===== src/design/two_level_otsu_threshold_defines.svh =====
// ----------------------------------------------------------------------------
// Assertion macros for the two-level Otsu threshold block
// Implication checks sampled on i_clk, disabled while i_rst_n is low.
// ----------------------------------------------------------------------------
`ifndef TWO_LEVEL_OTSU_THRESHOLD_DEFINES_SVH
`define TWO_LEVEL_OTSU_THRESHOLD_DEFINES_SVH

// same-cycle implication
`define OTSU_ASSERT_SAME(lbl, ante, cons, msg) \
    lbl: assert property (@(posedge i_clk) disable iff (!i_rst_n) (ante) |-> (cons)) \
        else $error(msg);

// next-cycle implication
`define OTSU_ASSERT_NEXT(lbl, ante, cons, msg) \
    lbl: assert property (@(posedge i_clk) disable iff (!i_rst_n) (ante) |=> (cons)) \
        else $error(msg);

`endif


===== src/design/otsu_pkg.sv =====
// ----------------------------------------------------------------------------
// otsu_pkg
// Types and constants shared by the two-level Otsu threshold block.
// ----------------------------------------------------------------------------
`timescale 1ns / 1ps

package otsu_pkg;

    localparam int LVL_W     = 8;
    localparam int LEVELS    = 256;
    localparam int CNT_W     = 21;
    localparam int SUM_W     = 28;
    localparam int FRAC_BITS = 8;
    localparam int SQ_W      = 2 * SUM_W;
    localparam int NUM_W     = SQ_W + FRAC_BITS;
    localparam int QUOT_W    = 2 * LVL_W + CNT_W - 1 + FRAC_BITS;
    localparam int QCNT_W    = $clog2(QUOT_W);
    localparam int SCORE_W   = QUOT_W + 2;

    localparam logic [CNT_W-1:0] MAX_PIXELS = CNT_W'(1048576);
    localparam logic [LVL_W-1:0] LVL_LAST   = LVL_W'(LEVELS - 1);

    typedef struct packed {
        logic [LVL_W-1:0] saliency_level;
        logic             last_pixel;
    } t_in;

    typedef struct packed {
        logic [LVL_W-1:0] thresh_low;
        logic [LVL_W-1:0] thresh_high;
        logic             overflow;
    } t_out;

    typedef struct packed {
        logic             we;
        logic [LVL_W-1:0] addr;
        logic [CNT_W-1:0] data;
    } t_hist_wr;

    typedef enum logic [1:0] {
        DV_IDLE,
        DV_SQ,
        DV_RUN
    } t_div_state;

    typedef enum logic [3:0] {
        ST_ACC,
        ST_DRAIN,
        ST_RD1,
        ST_AD1,
        ST_CHK1,
        ST_DIV0,
        ST_RD2,
        ST_AD2,
        ST_CHK2,
        ST_DIV1,
        ST_DIV2,
        ST_CMP,
        ST_FIN
    } t_state;

endpackage


===== src/design/otsu_div.sv =====
// ----------------------------------------------------------------------------
// otsu_div
// Class term unit: floor(s*s*2^FRAC_BITS / c), one square then one
// restoring quotient bit per cycle.
// ----------------------------------------------------------------------------
`timescale 1ns / 1ps

module otsu_div (
    input  logic                         i_clk,
    input  logic                         i_rst_n,
    input  logic                         i_start,
    input  logic [otsu_pkg::SUM_W-1:0]   i_s,
    input  logic [otsu_pkg::CNT_W-1:0]   i_c,
    output logic                         o_done,
    output logic [otsu_pkg::QUOT_W-1:0]  o_quot
);

    otsu_pkg::t_div_state              r_state, n_state;
    logic [otsu_pkg::SUM_W-1:0]        r_s;
    logic [otsu_pkg::CNT_W-1:0]        r_c;
    logic [otsu_pkg::CNT_W-1:0]        r_rem;
    logic [otsu_pkg::QUOT_W-1:0]       r_num;
    logic [otsu_pkg::QCNT_W-1:0]       r_cnt;
    logic                              r_done;
    logic [otsu_pkg::SQ_W-1:0]         sq;
    logic [otsu_pkg::NUM_W-1:0]        num;
    logic [otsu_pkg::CNT_W:0]          trial;
    logic                              ge;
    logic                              last_bit;

    assign sq       = r_s * r_s;
    assign num      = {sq, {otsu_pkg::FRAC_BITS{1'b0}}};
    assign trial    = {r_rem, r_num[otsu_pkg::QUOT_W-1]};
    assign ge       = trial >= {1'b0, r_c};
    assign last_bit = r_cnt == otsu_pkg::QCNT_W'(otsu_pkg::QUOT_W - 1);

    always_ff @(posedge i_clk) begin
        if (!i_rst_n) begin
            r_state <= otsu_pkg::DV_IDLE;
            r_done  <= 1'b0;
        end else begin
            r_state <= n_state;
            r_done  <= (r_state == otsu_pkg::DV_RUN) && last_bit;
        end
    end

    always_comb begin
        n_state = r_state;
        unique case (r_state)
            otsu_pkg::DV_IDLE: begin
                if (i_start) n_state = otsu_pkg::DV_SQ;
            end
            otsu_pkg::DV_SQ: begin
                n_state = otsu_pkg::DV_RUN;
            end
            otsu_pkg::DV_RUN: begin
                if (last_bit) n_state = otsu_pkg::DV_IDLE;
            end
            default: n_state = otsu_pkg::DV_IDLE;
        endcase
    end

    always_ff @(posedge i_clk) begin
        unique case (r_state)
            otsu_pkg::DV_IDLE: begin
                r_s <= i_s;
                r_c <= i_c;
            end
            otsu_pkg::DV_SQ: begin
                r_rem <= otsu_pkg::CNT_W'(num[otsu_pkg::NUM_W-1:otsu_pkg::QUOT_W]);
                r_num <= num[otsu_pkg::QUOT_W-1:0];
                r_cnt <= '0;
            end
            otsu_pkg::DV_RUN: begin
                r_rem <= ge ? otsu_pkg::CNT_W'(trial - {1'b0, r_c})
                            : otsu_pkg::CNT_W'(trial);
                r_num <= {r_num[otsu_pkg::QUOT_W-2:0], ge};
                r_cnt <= r_cnt + 1'b1;
            end
            default: ;
        endcase
    end

    assign o_done = r_done;
    assign o_quot = r_num;

endmodule


===== config.mk =====
export PLATFORM = sky130hd
export DESIGN_NAME = otsu_div
export DESIGN_NICKNAME = d
export VERILOG_FILES = /design/src/design/two_level_otsu_threshold_defines.svh /design/src/design/otsu_pkg.sv /design/src/design/otsu_div.sv
export SDC_FILE = /design/constraint.sdc
export NUM_CORES = 2
export LEC_CHECK = 0
export ABC_AREA = 1
export CAP_MARGIN = 10
export CORE_ASPECT_RATIO = 1.2
export CORE_MARGIN = 5
export CORE_UTILIZATION = 42
export CTS_BUF_LIST = sky130_fd_sc_hd__clkbuf_16
export CTS_CLUSTER_DIAMETER = 50
export DETAILED_ROUTE_END_ITERATION = 16
export DONT_BUFFER_PORTS = 1
export SKIP_CTS_REPAIR_TIMING = 1
export SLEW_MARGIN = 10
export SYNTH_ARGS = -nofsm -noshare
export SYNTH_HDL_FRONTEND = slang
export SYNTH_SLANG_ARGS = --single-unit

===== constraint.sdc =====
create_clock -name i_clk -period 16.69 [get_ports i_clk]
set_input_delay 3.338 -clock i_clk [delete_from_list [all_inputs] [get_ports i_clk]]
set_output_delay 3.338 -clock i_clk [all_outputs]
set_load 0.03 [all_outputs]

==> results.txt <==
CP Max Fanout - 18
FF+latch count, synth - 123
Std cell rows - 108
Sinks on Clock Net - 123
Synth top area cells - fa_1 (40%), inv_1 (16%), nand2_1 (12%)
Measured slew at the worst slew-check pin - 1.00 ns
CTS buffer count - 17
Synth-to-Final Area Change - 5.28%
CP endpoint kind - register
Count of input and output buffers - 0
Vias in the first global route - 24,600
CTS H-tree lvls - 4
Starting Density - 0.422
Final Net Count - 4,703
Most used cell along the critical path - fa_1
Initial antenna violation count - 0
WL/cell - 16.8 um
Hold Crit Class - reg -> reg
Post-synth cell types - 38
Crit-path max cell delay - 0.62 ns
Fin crit period - 7.04 ns
RSZ-0062 raised after global routing - no
DIE AREA - 78,100 um^2
Final Skew - 0.0302 ns
Initial DRC count - 1,301
Setup violators final - 0
Core area - 72,200 um^2
Final hold violation count - 0
Drt first pass iters - 5
Yosys top cell by area - fa_1
Tcrit/Tclk final - 0.422
N_diodes - 0
Fmax - 142 MHz
Slew margin rel. - 0.332
Chip width - 256 um
Syn Nets - 4,757
Max Cap Viol - 0
Residual DRC - 0
Fin. max-slew vios - 0
GR Overflow Total - 0
CP Launch Type - register
Largest net degree at the start of global routing - 89
Number of enable flip-flop cells after synthesis - 120
Worst EP arrival - 7.26 ns
Syn avg cell area - 7.90 um^2
Seq/Total Area, Yosys - 0.120
DP HPWL - 66,000 um
Ys async rst share - 0
First-pass GRT wire length - 131,000 um
Syn Inst Count - 3,858
Post-Syn Area - 30,500 um^2
Routed Antenna Nets - 0
RD Place Congestion - 0.972
Outcome - finished clean
Root Buffer - clkbuf_16
Worst-skew pair later-pin latency - 0.50 ns
Main synth FF type - edfxtp_1
Critical path buffers and inverters - 7
Via density - 4.74
Die Height - 305 um
Critical path data required time - 16.91 ns
Area share of the largest cell type after synthesis - 0.396
Max Buffers Root-to-Sink - 2
Total number of vias - 22,500
TNS Setup - 0 ns
Crit-path leading delay family - adder cells
I/O pins - 97
Total number of yosys warnings - 0
Total Routing Usage GR - 0.214
Reg clk slew, reported paths - 0.08 ns
Critical path's slowest cell - edfxtp_1
CTS tree - built
Share of layout cells above drive strength 1 - 0.0228
Critical path type - reg -> reg
Detailed Route WL - 79,800 um
## through the flow
stage,cell area [um^2],hold WS (ns),cells,worst slack (ns),util
floorplan,30500,0.496,3858,10.38,-
global placement,31500,0.582,4720,9.76,0.436
detailed placement,31500,0.591,4720,9.71,0.436
CTS,32100,0.602,4752,9.67,0.445
global route,32100,0.625,4752,9.30,0.445
finish,32100,0.602,4752,9.65,0.445
## cell usage after synthesis (3+ instances only)
cell type	count
inv_1	1301
nand2_1	979
fa_1	602
ha_1	245
nor2_1	124
edfxtp_1	120
nand3_1	120
a21oi_1	67
clkbuf_1	57
o21ai_0	47
buf_1	38
xnor2_1	35
nor3_1	19
nand4_1	15
nand3b_1	14
xor2_1	13
o21bai_1	10
or2_2	9
and2_1	5
buf_2	5
nand2_2	4
nand3_2	4
a21boi_0	3
a21o_1	3
dfxtp_1	3
nor2_2	3
## sequential cells by signal (all words and copies together) (netlist names)
register  flops
o_quot       44
r_s          28
r_c          21
r_rem        21
r_cnt         6
r_state       2
o_done        1
## kinds of logic after synthesis
logic type      Yosys count  synth area share
compound gates          135            0.0239
xor+xnor                 48            0.0138
fa+ha+maj               847             0.496
buf+inv                1404             0.174
flops                   123             0.120
simple gates           1301             0.172
## final cells by class
cell class,instances,area [um^2]
Sequential cell,123,3660
Timing Repair Buffer,30,225
Clock buffer,17,425
Fill cell,7355,40100
Clock inverter,15,189
Tap cell,935,1170
Inverter,1301,4880
Multi-Input combinational cell,2331,21500
## worst paths after layout
path | depth (start not counted) | start | slack [ns] | end
setup / recovery | 26 | r_s[17] | 9.65 | r_rem[3]
hold / removal | 1 | r_cnt[0] | 0.60 | r_cnt[0]
setup reg to reg | 26 | r_s[17] | 9.65 | r_rem[3]
hold reg to reg | 1 | r_cnt[0] | 0.60 | r_cnt[0]
## layer usage
metal  routed length (um)  up-vias  GRT usage  part of all wire
met5                    0        -          0                 0
met4                 3570        0     0.0864             0.045
met3                 3470      153     0.0256             0.044
met2                40500      540      0.383              0.51
met1                32300    11000      0.263              0.40
li1                     -    10800          -                 -
## cell usage in the layout (no fill, tap or decap), types with 3 or more instances in the layout
cell        instances
ha_1              243
fa_1              602
xnor2_1            35
and2_1              5
o21ai_0            47
a21o_1              3
nor2_2              3
nor3_1             19
nand3_2             4
xor2_1             13
a21boi_0            3
or2_2               9
nand2_2             4
bufinv_16           3
nand2_1           979
nand4_1            15
clkbuf_16          17
nor2_1            124
inv_1            1300
a21oi_1            67
dfxtp_1             3
buf_4              30
o21bai_1           10
edfxtp_1          120
inv_6               4
clkinvlp_4          3
nand3b_1           14
nand3_1           120
Power is not shown: default switching activity piles up to over one toggle a cycle in this logic, so the estimate is an artifact.
